[src/rtl/bmi_pkg.sv]
package bmi_pkg;

  localparam int unsigned DataW    = 64;
  localparam int unsigned DefWidth = 64;
  localparam int unsigned PcW      = 4;

  typedef logic [PcW-1:0] pc_t;

  typedef enum logic [2:0] {
    OP_NONE,
    OP_HALVE_U,
    OP_SUB_U,
    OP_SUB_V,
    OP_HALVE_V
  } op_e;

  typedef enum logic [3:0] {
    C_ALWAYS,
    C_M_EVEN,
    C_M_ONE,
    C_U_ZERO,
    C_U_EVEN,
    C_V_EVEN,
    C_V_EQ_ONE,
    C_V_LT_U,
    C_V_EQ_U
  } cond_e;

  typedef enum logic [1:0] {
    FIN_NONE,
    FIN_OK,
    FIN_FAIL
  } fin_e;

  typedef enum logic {
    SEQ_IDLE,
    SEQ_RUN
  } seq_state_e;

  // One control word: when cond holds, run op and jump to tgt, else go to nxt.
  typedef struct packed {
    cond_e cond;
    op_e   op;
    pc_t   tgt;
    pc_t   nxt;
    fin_e  fin;
  } ucode_t;

  typedef struct packed {
    logic  load;
    op_e   op;
  } ctrl_t;

  typedef struct packed {
    logic m_even;
    logic m_one;
    logic u_zero;
    logic u_even;
    logic v_even;
    logic v_eq_one;
    logic v_lt_u;
    logic v_eq_u;
  } flags_t;

  localparam pc_t StepChkEven  = pc_t'(0);
  localparam pc_t StepChkOne   = pc_t'(1);
  localparam pc_t StepChkZero  = pc_t'(2);
  localparam pc_t StepOddU     = pc_t'(3);
  localparam pc_t StepLoopTop  = pc_t'(4);
  localparam pc_t StepSubU     = pc_t'(5);
  localparam pc_t StepHalveU   = pc_t'(6);
  localparam pc_t StepChkEqual = pc_t'(7);
  localparam pc_t StepSubV     = pc_t'(8);
  localparam pc_t StepHalveV   = pc_t'(9);
  localparam pc_t StepFail     = pc_t'(10);
  localparam pc_t StepOk       = pc_t'(11);

  function automatic ucode_t ucode_rom(input pc_t pc);
    ucode_t w;
    unique case (pc)
      StepChkEven:  w = '{C_M_EVEN,   OP_NONE,    StepFail,    StepChkOne,   FIN_NONE};
      StepChkOne:   w = '{C_M_ONE,    OP_NONE,    StepOk,      StepChkZero,  FIN_NONE};
      StepChkZero:  w = '{C_U_ZERO,   OP_NONE,    StepFail,    StepOddU,     FIN_NONE};
      StepOddU:     w = '{C_U_EVEN,   OP_HALVE_U, StepOddU,    StepLoopTop,  FIN_NONE};
      StepLoopTop:  w = '{C_V_EQ_ONE, OP_NONE,    StepOk,      StepSubU,     FIN_NONE};
      StepSubU:     w = '{C_V_LT_U,   OP_SUB_U,   StepHalveU,  StepChkEqual, FIN_NONE};
      StepHalveU:   w = '{C_U_EVEN,   OP_HALVE_U, StepHalveU,  StepSubU,     FIN_NONE};
      StepChkEqual: w = '{C_V_EQ_U,   OP_NONE,    StepFail,    StepSubV,     FIN_NONE};
      StepSubV:     w = '{C_ALWAYS,   OP_SUB_V,   StepHalveV,  StepHalveV,   FIN_NONE};
      StepHalveV:   w = '{C_V_EVEN,   OP_HALVE_V, StepHalveV,  StepLoopTop,  FIN_NONE};
      StepOk:       w = '{C_ALWAYS,   OP_NONE,    StepOk,      StepOk,       FIN_OK};
      default:      w = '{C_ALWAYS,   OP_NONE,    StepFail,    StepFail,     FIN_FAIL};
    endcase
    return w;
  endfunction

endpackage

[src/rtl/bmi_if.sv]
interface bmi_in_if;
  import bmi_pkg::*;

  logic             valid;
  logic             ready;
  logic [DataW-1:0] value;
  logic [DataW-1:0] modulus;

  modport source (output valid, output value, output modulus, input ready);
  modport sink (input valid, input value, input modulus, output ready);
endinterface

interface bmi_out_if;
  import bmi_pkg::*;

  logic             valid;
  logic             ready;
  logic [DataW-1:0] inverse;
  logic             no_inverse;

  modport source (output valid, output inverse, output no_inverse, input ready);
  modport sink (input valid, input inverse, input no_inverse, output ready);
endinterface

[src/rtl/bmi_dpath.sv]
module bmi_dpath #(
  parameter int unsigned WIDTH = bmi_pkg::DefWidth
) (
  input  logic                       clk_i,
  input  logic                       rst_ni,
  input  bmi_pkg::ctrl_t             ctrl_i,
  input  logic [bmi_pkg::DataW-1:0]  value_i,
  input  logic [bmi_pkg::DataW-1:0]  modulus_i,
  output bmi_pkg::flags_t            flags_o,
  output logic [WIDTH-1:0]           x_o
);
  import bmi_pkg::*;

  logic [WIDTH-1:0] u_q, u_d, v_q, v_d, d_q, d_d, x_q, x_d, m_q, m_d;

  // (p + q) mod m, p and q already reduced
  function automatic logic [WIDTH-1:0] mod_add(input logic [WIDTH-1:0] p,
                                               input logic [WIDTH-1:0] q,
                                               input logic [WIDTH-1:0] m);
    logic [WIDTH:0] s;
    s = {1'b0, p} + {1'b0, q};
    if (s >= {1'b0, m}) begin
      s = s - {1'b0, m};
    end
    return s[WIDTH-1:0];
  endfunction

  // p / 2 mod m for odd m: add m to an odd p before the shift
  function automatic logic [WIDTH-1:0] mod_half(input logic [WIDTH-1:0] p,
                                                input logic [WIDTH-1:0] m);
    logic [WIDTH:0] s;
    s = {1'b0, p} + (p[0] ? {1'b0, m} : {(WIDTH+1){1'b0}});
    return s[WIDTH:1];
  endfunction

  always_comb begin
    u_d = u_q;
    v_d = v_q;
    d_d = d_q;
    x_d = x_q;
    m_d = m_q;
    if (ctrl_i.load) begin
      u_d = value_i[WIDTH-1:0];
      m_d = modulus_i[WIDTH-1:0];
      v_d = modulus_i[WIDTH-1:0];
      d_d = modulus_i[WIDTH-1:0] - WIDTH'(1);
      x_d = '0;
    end else begin
      unique case (ctrl_i.op)
        OP_HALVE_U: begin
          u_d = u_q >> 1;
          d_d = mod_half(d_q, m_q);
        end
        OP_SUB_U: begin
          u_d = u_q - v_q;
          d_d = mod_add(d_q, x_q, m_q);
        end
        OP_SUB_V: begin
          v_d = v_q - u_q;
          x_d = mod_add(x_q, d_q, m_q);
        end
        OP_HALVE_V: begin
          v_d = v_q >> 1;
          x_d = mod_half(x_q, m_q);
        end
        default: begin
        end
      endcase
    end
  end

  always_ff @(posedge clk_i) begin
    u_q <= u_d;
    v_q <= v_d;
    d_q <= d_d;
    x_q <= x_d;
    m_q <= m_d;
  end

  always_comb begin
    flags_o.m_even   = ~m_q[0];
    flags_o.m_one    = (m_q == WIDTH'(1));
    flags_o.u_zero   = (u_q == '0);
    flags_o.u_even   = ~u_q[0];
    flags_o.v_even   = ~v_q[0];
    flags_o.v_eq_one = (v_q == WIDTH'(1));
    flags_o.v_lt_u   = (v_q < u_q);
    flags_o.v_eq_u   = (v_q == u_q);
  end

  assign x_o = x_q;

  // Cofactors stay reduced whenever the loop is running.
  assert property (@(posedge clk_i) disable iff (!rst_ni)
    (!ctrl_i.load && ctrl_i.op != OP_NONE) |-> (d_q < m_q && x_q < m_q))
    else $error("cofactor not reduced");

  // Both remainders are odd when subtracted, so the difference is even.
  assert property (@(posedge clk_i) disable iff (!rst_ni)
    (!ctrl_i.load && (ctrl_i.op == OP_SUB_U || ctrl_i.op == OP_SUB_V))
      |-> (u_q[0] && v_q[0]))
    else $error("subtract on an even remainder");

  assert property (@(posedge clk_i) disable iff (!rst_ni)
    (!ctrl_i.load && ctrl_i.op == OP_SUB_U) |=> !u_q[0])
    else $error("remainder odd after subtract");

endmodule

[src/rtl/bmi_useq.sv]
module bmi_useq (
  input  logic             clk_i,
  input  logic             rst_ni,
  input  logic             start_i,
  input  bmi_pkg::flags_t  flags_i,
  input  logic             out_free_i,
  output bmi_pkg::ctrl_t   ctrl_o,
  output logic             busy_o,
  output logic             done_o,
  output logic             fail_o
);
  import bmi_pkg::*;

  seq_state_e state_q, state_d;
  pc_t        pc_q, pc_d;
  ucode_t     word;
  logic       cond_hit;

  assign word = ucode_rom(pc_q);

  always_comb begin
    unique case (word.cond)
      C_ALWAYS:   cond_hit = 1'b1;
      C_M_EVEN:   cond_hit = flags_i.m_even;
      C_M_ONE:    cond_hit = flags_i.m_one;
      C_U_ZERO:   cond_hit = flags_i.u_zero;
      C_U_EVEN:   cond_hit = flags_i.u_even;
      C_V_EVEN:   cond_hit = flags_i.v_even;
      C_V_EQ_ONE: cond_hit = flags_i.v_eq_one;
      C_V_LT_U:   cond_hit = flags_i.v_lt_u;
      C_V_EQ_U:   cond_hit = flags_i.v_eq_u;
      default:    cond_hit = 1'b0;
    endcase
  end

  always_comb begin
    state_d     = state_q;
    pc_d        = pc_q;
    ctrl_o.load = 1'b0;
    ctrl_o.op   = OP_NONE;
    done_o      = 1'b0;
    fail_o      = 1'b0;
    unique case (state_q)
      SEQ_IDLE: begin
        if (start_i) begin
          ctrl_o.load = 1'b1;
          pc_d        = StepChkEven;
          state_d     = SEQ_RUN;
        end
      end
      SEQ_RUN: begin
        if (word.fin != FIN_NONE) begin
          // hold on the final step until the output register frees up
          if (out_free_i) begin
            done_o  = 1'b1;
            fail_o  = (word.fin == FIN_FAIL);
            state_d = SEQ_IDLE;
          end
        end else if (cond_hit) begin
          ctrl_o.op = word.op;
          pc_d      = word.tgt;
        end else begin
          pc_d = word.nxt;
        end
      end
      default: state_d = SEQ_IDLE;
    endcase
  end

  always_ff @(posedge clk_i or negedge rst_ni) begin
    if (!rst_ni) begin
      state_q <= SEQ_IDLE;
      pc_q    <= StepChkEven;
    end else begin
      state_q <= state_d;
      pc_q    <= pc_d;
    end
  end

  assign busy_o = (state_q == SEQ_RUN);

  assert property (@(posedge clk_i) disable iff (!rst_ni)
    (start_i && !busy_o) |=> (busy_o && pc_q == StepChkEven))
    else $error("program did not start at the first step");

  assert property (@(posedge clk_i) disable iff (!rst_ni)
    done_o |-> (busy_o && (pc_q == StepOk || pc_q == StepFail || word.fin == FIN_FAIL)))
    else $error("finish outside a final step");

endmodule

[src/rtl/binary_modular_inverse_top.sv]
// Modular inverse of a value modulo an odd modulus, binary extended Euclid.
//
// Input channel in_i carries value and modulus; output channel out_o returns
// one beat per input beat: inverse (zero-extended to 64 bits) and no_inverse.
// Only the low WIDTH bits of each input field are used. An even or zero
// modulus, a zero value, or a common factor above one raises no_inverse with
// inverse zero; modulus one gives inverse zero without the flag.
//
// One item at a time: in_i.ready is high while the sequencer is idle. The
// sequencer issues one microcode step per cycle unless it holds on the final
// step while the output register is full, and tests and branches are steps just
// as data moves are: the entry checks, each subtract, each halve and the compare
// steps between them. A subtract of u is StepSubU, its halvings and a last
// StepHalveU test; one of v is StepLoopTop, StepSubU, StepChkEqual, StepSubV,
// its halvings and a last StepHalveV test.
//
// The result sits in an output register, so the next beat is accepted while a
// result waits. If out_o.ready stays low, the next item runs to its final step
// and holds there until the output register is taken.
//
// Reset (rst_ni low, asynchronous) returns the sequencer to idle and drops any
// pending result beat.
module binary_modular_inverse_top #(
  parameter int unsigned WIDTH = bmi_pkg::DefWidth
) (
  input  logic clk_i,
  input  logic rst_ni,
  bmi_in_if.sink    in_i,
  bmi_out_if.source out_o
);
  import bmi_pkg::*;

  ctrl_t            ctrl;
  flags_t           flags;
  logic             busy;
  logic             done;
  logic             fail;
  logic             start;
  logic             out_free;
  logic [WIDTH-1:0] x;

  logic             out_valid_q;
  logic [DataW-1:0] inverse_q;
  logic             no_inverse_q;

  assign in_i.ready = !busy;
  assign start      = in_i.valid && !busy;
  // output slot is free when empty or being drained this cycle
  assign out_free   = !out_valid_q || out_o.ready;

  bmi_useq u_useq (
    .clk_i      (clk_i),
    .rst_ni     (rst_ni),
    .start_i    (start),
    .flags_i    (flags),
    .out_free_i (out_free),
    .ctrl_o     (ctrl),
    .busy_o     (busy),
    .done_o     (done),
    .fail_o     (fail)
  );

  bmi_dpath #(
    .WIDTH (WIDTH)
  ) u_dpath (
    .clk_i     (clk_i),
    .rst_ni    (rst_ni),
    .ctrl_i    (ctrl),
    .value_i   (in_i.value),
    .modulus_i (in_i.modulus),
    .flags_o   (flags),
    .x_o       (x)
  );

  // Output register: load on finish, drop when taken.
  always_ff @(posedge clk_i or negedge rst_ni) begin
    if (!rst_ni) begin
      out_valid_q <= 1'b0;
    end else if (done) begin
      out_valid_q <= 1'b1;
    end else if (out_o.ready) begin
      out_valid_q <= 1'b0;
    end
  end

  always_ff @(posedge clk_i) begin
    if (done) begin
      inverse_q    <= fail ? '0 : DataW'(x);
      no_inverse_q <= fail;
    end
  end

  assign out_o.valid      = out_valid_q;
  assign out_o.inverse    = inverse_q;
  assign out_o.no_inverse = no_inverse_q;

  // A finish never overwrites a result that is still waiting.
  assert property (@(posedge clk_i) disable iff (!rst_ni)
    (out_valid_q && !out_o.ready) |-> !done)
    else $error("result overwritten while stalled");

  assert property (@(posedge clk_i) disable iff (!rst_ni)
    (out_valid_q && no_inverse_q) |-> (inverse_q == '0))
    else $error("nonzero inverse with no_inverse set");

  assert property (@(posedge clk_i) disable iff (!rst_ni)
    done |=> (out_valid_q && !busy))
    else $error("finish did not present a result");

endmodule

[src/flat_wrapper.sv]
// flat-port wrapper written by rule: the top's interface ports become plain ports
module binary_modular_inverse_top_flat import bmi_pkg::*;
#(
  parameter int unsigned WIDTH = bmi_pkg::DefWidth
)
  (clk_i, rst_ni, in_i_valid, in_i_value, in_i_modulus, in_i_ready, out_o_valid, out_o_inverse, out_o_no_inverse, out_o_ready);
  bmi_in_if in_i_i ();
  bmi_out_if out_o_i ();
  input  logic clk_i;
  input  logic rst_ni;
  input wire logic [$bits(in_i_i.valid)-1:0] in_i_valid;
  input wire logic [$bits(in_i_i.value)-1:0] in_i_value;
  input wire logic [$bits(in_i_i.modulus)-1:0] in_i_modulus;
  output wire logic [$bits(in_i_i.ready)-1:0] in_i_ready;
  output wire logic [$bits(out_o_i.valid)-1:0] out_o_valid;
  output wire logic [$bits(out_o_i.inverse)-1:0] out_o_inverse;
  output wire logic [$bits(out_o_i.no_inverse)-1:0] out_o_no_inverse;
  input wire logic [$bits(out_o_i.ready)-1:0] out_o_ready;
  assign in_i_i.valid = in_i_valid;
  assign in_i_i.value = in_i_value;
  assign in_i_i.modulus = in_i_modulus;
  assign in_i_ready = in_i_i.ready;
  assign out_o_valid = out_o_i.valid;
  assign out_o_inverse = out_o_i.inverse;
  assign out_o_no_inverse = out_o_i.no_inverse;
  assign out_o_i.ready = out_o_ready;
  binary_modular_inverse_top #(.WIDTH(WIDTH)) u_core (.clk_i(clk_i), .rst_ni(rst_ni), .in_i(in_i_i), .out_o(out_o_i));
endmodule
[config.mk]
export PLATFORM = sky130hd
export DESIGN_NAME = binary_modular_inverse_top_flat
export DESIGN_NICKNAME = d
export VERILOG_FILES = /design/src/rtl/bmi_pkg.sv /design/src/rtl/bmi_if.sv /design/src/rtl/bmi_dpath.sv /design/src/rtl/bmi_useq.sv /design/src/rtl/binary_modular_inverse_top.sv /design/src/flat_wrapper.sv
export SDC_FILE = /design/constraint.sdc
export NUM_CORES = 2
export LEC_CHECK = 0
export BUFFER_PORTS_ARGS = -buffer_cell sky130_fd_sc_hd__buf_4
export CAP_MARGIN = 20
export CORE_MARGIN = 2
export CORE_UTILIZATION = 23
export DETAILED_ROUTE_END_ITERATION = 8
export PLACE_DENSITY_LB_ADDON = 0.1
export SLEW_MARGIN = 0
export SYNTH_ARGS = -nofsm -noshare
export SYNTH_HDL_FRONTEND = slang
export SYNTH_HIERARCHICAL = 1
export SYNTH_SLANG_ARGS = --single-unit
[constraint.sdc]
create_clock -name clk_i -period 13.78 [get_ports clk_i]
set_clock_uncertainty 0.1 [all_clocks]
set_input_delay 0.689 -clock clk_i [delete_from_list [all_inputs] [get_ports clk_i]]
set_output_delay 0.689 -clock clk_i [all_outputs]
set_load 0.005 [all_outputs]
Word level (Yosys, flattened, before mapping)
Memory sizes are Yosys's and may differ from the RTL's.
Index checks and enable logic that the tools add are counted.
- output and inout bits: 67
- bits in read-only memories: 272
- memories kept: 1
- bits of input ports: 132
- register bits: 391
- reductions and logical operators: 12
- $lt $le $gt $ge: 2
- $add $sub $neg: 7
- eq/ne operators: 18
- bitwise operators: 4
- muxes and demuxes: 31
- memory list (name ; depth ; bits a word ; rd ports ; clocked after memory_dff ; wr ports ; RTL line ; source):
    (no name shown) ; 16 ; 17 ; 1 ; 0 ; 0 ; bmi_pkg.sv:80 ; unique case (pc)
- operators by type and width (operator ; count):
    $pmux 64 s2 ; 4
    $mux 64 ; 6
    $add 64x64->65 ; 3
    $sub 64x64->64 ; 3
    $eq 64x1->1 const B ; 2
    $ge 65x64->1 ; 1
    $eq 64x64->1 ; 1
    $logic_not 64->1 ; 1
    $lt 64x64->1 ; 1
    $sub 64x1->64 const B ; 1
    $eq 4x3->1 const B ; 4
    $mux 1 ; 12
    $mux 4 ; 3
    $mux 3 ; 3
    $pmux 1 s9 ; 1
    $eq 4x2->1 const B ; 2
    $pmux 4 s2 ; 1
    $eq 3x2->1 const B ; 2
    $reduce_bool 2->1 ; 3
    $reduce_bool 3->1 ; 2
    $eq 4x1->1 const B ; 1
    $eq 4x4->1 const B ; 1
    $logic_not 4->1 ; 1
    $not 1->1 ; 4
    other kinds (10) ; 11

Depth between registers and ports, before layout
An unclocked memory read counts as a cell.
- depth in word-level cells: 9
- depth in mapped cells: 28

By module
The synthesis kept the hierarchy.
- modules (own cells, without submodules) (module ; sequential area each (um2) ; area an instance (um2) ; instances ; cells an instance):
    bmi_dpath ; 8968.6 ; 39379.0 ; 1 ; 5117
    binary_modular_inverse_top ; 1976.9 ; 2636.3 ; 1 ; 141
    bmi_useq ; 125.1 ; 738.2 ; 1 ; 99

Worst setup path after synthesis
OpenSTA, ideal clock, no wires.
- path type: reg-to-reg
- start point: register u_core.u_dpath.u_q[11]
- end point: register u_core.u_dpath.d_q[0], enable pin
- setup slack: 3.150 ns
- cell stages (with the launch flop): 19
- setup time: 0.642 ns
- arrival: 9.889 ns
- cell sequence: edfxtp_1 > inv_1 > ha_1 > clkbuf_1 > a21o_1 > a21o_1 > a211oi_1 > o21ai_0 > a211oi_2 > a211oi_1 > o32a_1 > a31o_2 > a221oi_1 > nand2_1 > nor3_1 > nor4_4 > nor3_1 > xnor2_1 > o21bai_1
- RTL lines (item ; RTL line ; source):
    start: declaration ; bmi_dpath.sv:14 ; logic [WIDTH-1:0] u_q, u_d, v_q, v_d, d_q, d_d, x_q, x_d, m_q, m_d;
    start signal: assignment ; bmi_dpath.sv:73 ; u_q <= u_d;
    end signal: assignment ; bmi_dpath.sv:75 ; d_q <= d_d;
    end: declaration ; bmi_dpath.sv:14 ;

Worst setup path in the final report
- start point: register u_core.u_dpath.d_q[0]
- end point: register u_core.u_dpath.d_q[11], data pin
- longest elaborated chain between the ends: 5
- elaborated cells between the ends (all ways): 8
- those cells by class: add/sub: 3; order compare: 1; mux: 4
- ends and longest elaborated chain (item ; RTL line ; source):
    $add 64x64->65 ; bmi_dpath.sv:21 ; s = {1'b0, p} + {1'b0, q};
    $sub 64x64->64 or $ge 65x64->1 (tied branches) ; bmi_dpath.sv:23, bmi_dpath.sv:22 ;
    $mux 64 ; bmi_dpath.sv:22 ; if (s >= {1'b0, m}) begin
    $pmux 64 s2 (*) ; bmi_dpath.sv:49 ; unique case (ctrl_i.op)
    $mux 64 (*) ; bmi_dpath.sv:42 ; if (ctrl_i.load) begin
    net u_core.u_dpath.d_d[11] ; bmi_dpath.sv:14 ;
Mark *: on every way through the listed nets, which the timed path passes. The rest lies on a longest branch.
A chain may end at the register's enable or synchronous reset.

==> results.ini <==
[worst_setup_path]
critPathCaptureType=flip-flop
cp_max_fo=66
critPathKind=reg2reg
cp-start-kind=flip-flop
critical_path_required_ns=14.06
rr_worst_depth=26
worstPathArrival_ns=8.90

[global_route]
track_usage=0.200
antenna_found_initial=27
grt_max_degree=84
grt_pass1_vias=40012
grt_pass1_wl_mm=282
overflow=0

[route]
routed_wl_mm=196
wl_met2_mm=85.9
post_drt_wl_per_cell_um=24.8
route.vias.total=40257
drtIter0Drc=2970
drc_errors=0
antenna_left=0
drt-met1-wl_mm=96.5
wl_met3_mm=7.84
dr.pass1.iters=6
top_layer_used=met4
vias_per_cell=5.09

[synth]
ys_types=99
yosys.area.top_type=edfxtp_1
synth.top_cell.area_share=0.225
synth.yosys.seq_area_share=0.259
synth_enable_flop_cells=321
synth_area_mm2=0.0428
syn-num-nets=5882
avgSynthCellArea_um2=7.98
yosys-top-cells-area=edfxtp_1 (23%), ha_1 (11%), a21oi_1 (7.6%)
async_reset_ff_frac=0.0153
yosysWarnings=6
ys_ff_latch=391
syn_inst=5357
yosys_most_used_dff=edfxtp_1

[sta]
fin_crit_ns=8.62
hold_viol=0
slew_headroom=0.259
finalSetupTns_ns=0
setup-violations-final=0
fin_crit_sh=0.626
rsz0062_at_grt=false
tightest_slew_ns=1.11
max_freq_mhz=116
maxSlewViolCount=0

[placed_design]
dp_hpwl_mm=159
place_inst=7780
gp_congestion=0.917
port_buffers=198

[floorplanning]
die_y_um=435
rows=158
initial_core_util=0.231
io-pin-count=199
die_w_um=435
dieArea_mm2=0.189
core_area_mm2=0.185

[clock_tree]
h-tree-depth=2
path_clk_slew_ns=0.07
cts_tree=built
clock_sinks=391
clockBufferDepth=3
cts-root-buf=clkbuf_16
post_cts_buffers=0
numCtsBuffers=56
clkLatencyLatePin_ns=0.69

[status]
status=completed

[finish]
multi_input_area_mm2=0.0294
final_cells=7910
nets=5884
final.fill_count=20460
areaGrowthSynthToFinish_pct=13.3
ff_latch_area_mm2=0.0111
drive_above_1_share=0.0940

[min_path]
hold_depth=1
hp-class=in2reg

[job]
cap_violations=0

-- per-stage QoR --
step / hold slack [ns] / utilization / area [um2] / worst slack (ns)
floorplan: 0.293 / - / 42800 / 3.15
global placement: 0.407 / 0.251 / 46500 / 5.25
detailed placement: 0.406 / 0.251 / 46500 / 5.18
CTS: 0.0362 / 0.261 / 48400 / 5.14
global route: 0.0672 / 0.262 / 48400 / 4.71
finish: 0.112 / 0.262 / 48400 / 5.16
-- synth_stat cells, types with 21 or more instances --
cell      number
a211oi_1     106
a21boi_0      21
a21o_1       221
a21oi_1      645
a221oi_1      50
a22oi_1       32
a31oi_1       54
and2_1       145
and3_1        35
clkbuf_1     255
dfxtp_1       64
edfxtp_1     321
ha_1         387
inv_1        306
mux2_2        52
mux2i_1       24
nand2_1      401
nand2b_1      52
nand3_1       64
nand4_1      121
nor2_1       461
nor2b_1       57
nor2b_2       60
nor3_1        99
nor4_1        76
o211ai_1      26
o21a_1        43
o21ai_0      295
o21bai_1      92
o221ai_1      24
o31ai_1       22
or3_1         29
xnor2_1      261
xor2_1       154
-- cell families (layout without fill, tap and decap cells) --
group | count (synthesis) | count (layout) | share of synthesized area
AO/OA/AOI/OAI | 1806 | 1806 | 0.269
AND/OR/NAND/NOR | 1664 | 1664 | 0.194
buffers and inverters | 606 | 655 | 0.0558
XOR/XNOR | 415 | 415 | 0.0850
adder cells (fa/ha/maj) | 393 | 393 | 0.116
flip-flops | 391 | 391 | 0.259
multiplexers | 82 | 82 | 0.0210
other | 0 | 24 | 0
-- cell type report --
cell class | count | area share
clock buffers | 70 | 0.0311
well taps | 2480 | 0.0641
diodes | 24 | 0.00124
repair buffers | 244 | 0.0379
inverters | 306 | 0.0237
clock inverters | 35 | 0.00679
multi-input cells | 4360 | 0.607
flip-flops and latches | 391 | 0.229
-- layout by cell type (no fill, tap or decap), types with 22 or more instances in the layout --
| cell type | synthesis | final |
|---|---|---|
| nand4_1 | 121 | 121 |
| dfxtp_1 | 64 | 63 |
| a211oi_1 | 106 | 106 |
| diode_2 | 0 | 24 |
| ha_1 | 387 | 387 |
| or3_1 | 29 | 29 |
| mux2i_1 | 24 | 24 |
| and2_1 | 145 | 144 |
| xor2_1 | 154 | 154 |
| nor2_1 | 461 | 458 |
| a221oi_1 | 50 | 50 |
| a31oi_1 | 54 | 54 |
| mux2_2 | 52 | 52 |
| a22oi_1 | 32 | 32 |
| xnor2_1 | 261 | 261 |
| and3_1 | 35 | 35 |
| nand2b_1 | 52 | 51 |
| edfxtp_1 | 321 | 321 |
| o221ai_1 | 24 | 24 |
| nor3_1 | 99 | 99 |
| buf_4 | 6 | 243 |
| o211ai_1 | 26 | 26 |
| inv_1 | 306 | 306 |
| a21o_1 | 221 | 221 |
| a21oi_1 | 645 | 645 |
| o21ai_0 | 295 | 295 |
| nand3_1 | 64 | 64 |
| o31ai_1 | 22 | 22 |
| clkbuf_16 | 0 | 57 |
| nor4_1 | 76 | 73 |
| nand2_1 | 401 | 399 |
| nor2b_2 | 60 | 60 |
| nor2b_1 | 57 | 56 |
| o21a_1 | 43 | 43 |
| o21bai_1 | 92 | 91 |
-- registers in the layout, summed over array words and instances (netlist names) --
| register | cells |
|---|---|
| u_core/u_dpath/x_o | 64 |
| u_core/out_o.inverse | 64 |
| u_core/u_dpath/v_q | 64 |
| u_core/u_dpath/d_q | 64 |
| u_core/out_o.no_inverse | 1 |
| u_core/out_o.valid | 1 |
| u_core/u_dpath/m_q | 64 |
| u_core/u_dpath/u_q | 64 |
| u_core/u_useq/busy_o | 1 |
| u_core/u_useq/pc_q | 4 |
-- per-layer routing --
metal,up-vias,global-route usage
met1,19438,0.290
met4,0,0.0632
met5,-,0
met3,183,0.0189
li1,19651,-
met2,985,0.310
-- worst max-delay path: stages, from the launching register on --
cell	delay, ns
edfxtp_1	0.36
buf_4	0.29
ha_1	0.34
fa_1	0.44
a211oi_1	0.31
o311ai_0	0.17
buf_4	0.18
a21oi_1	0.22
o221a_2	0.29
nor3b_1	0.77
o31ai_1	0.26
a31oi_1	0.26
xnor2_1	0.12
ha_1	0.43
and3_1	0.24
and4_1	0.27
nand4_1	0.11
a211oi_1	0.20
nor3_1	0.16
or4_4	0.59
o41ai_4	0.21
buf_4	0.64
buf_4	0.57
mux2i_1	0.30
nor2_1	0.08
a311oi_1	0.27
a21oi_1	0.07
-- worst paths after layout --
check                                                          to  slack, ns                             from
worst max-delay path             u_core/u_dpath/d_q[11]$_DFFE_PP_       5.16  u_core/u_dpath/d_q[0]$_DFFE_PP_
worst min-delay path             u_core/u_dpath/m_q[61]$_DFFE_PP_       0.11                 in_i_modulus[61]
worst max register to register   u_core/u_dpath/d_q[11]$_DFFE_PP_       5.16  u_core/u_dpath/d_q[0]$_DFFE_PP_
worst min register to register     u_core/out_o.valid$_DFFE_PN0P_       0.46   u_core/out_o.valid$_DFFE_PN0P_
max in group asynchronous       u_core/u_useq/pc_q[1]$_DFFE_PN0P_      13.20                           rst_ni
min in group asynchronous          u_core/out_o.valid$_DFFE_PN0P_       0.26                           rst_ni
-- what timing repair did --
action	in CTS	in global routing
hold endpoints to repair	6	0
gates resized for setup	0	0
hold buffers	1	0
Power is not shown: default switching activity piles up to over one toggle a cycle in this logic, so the estimate is an artifact.
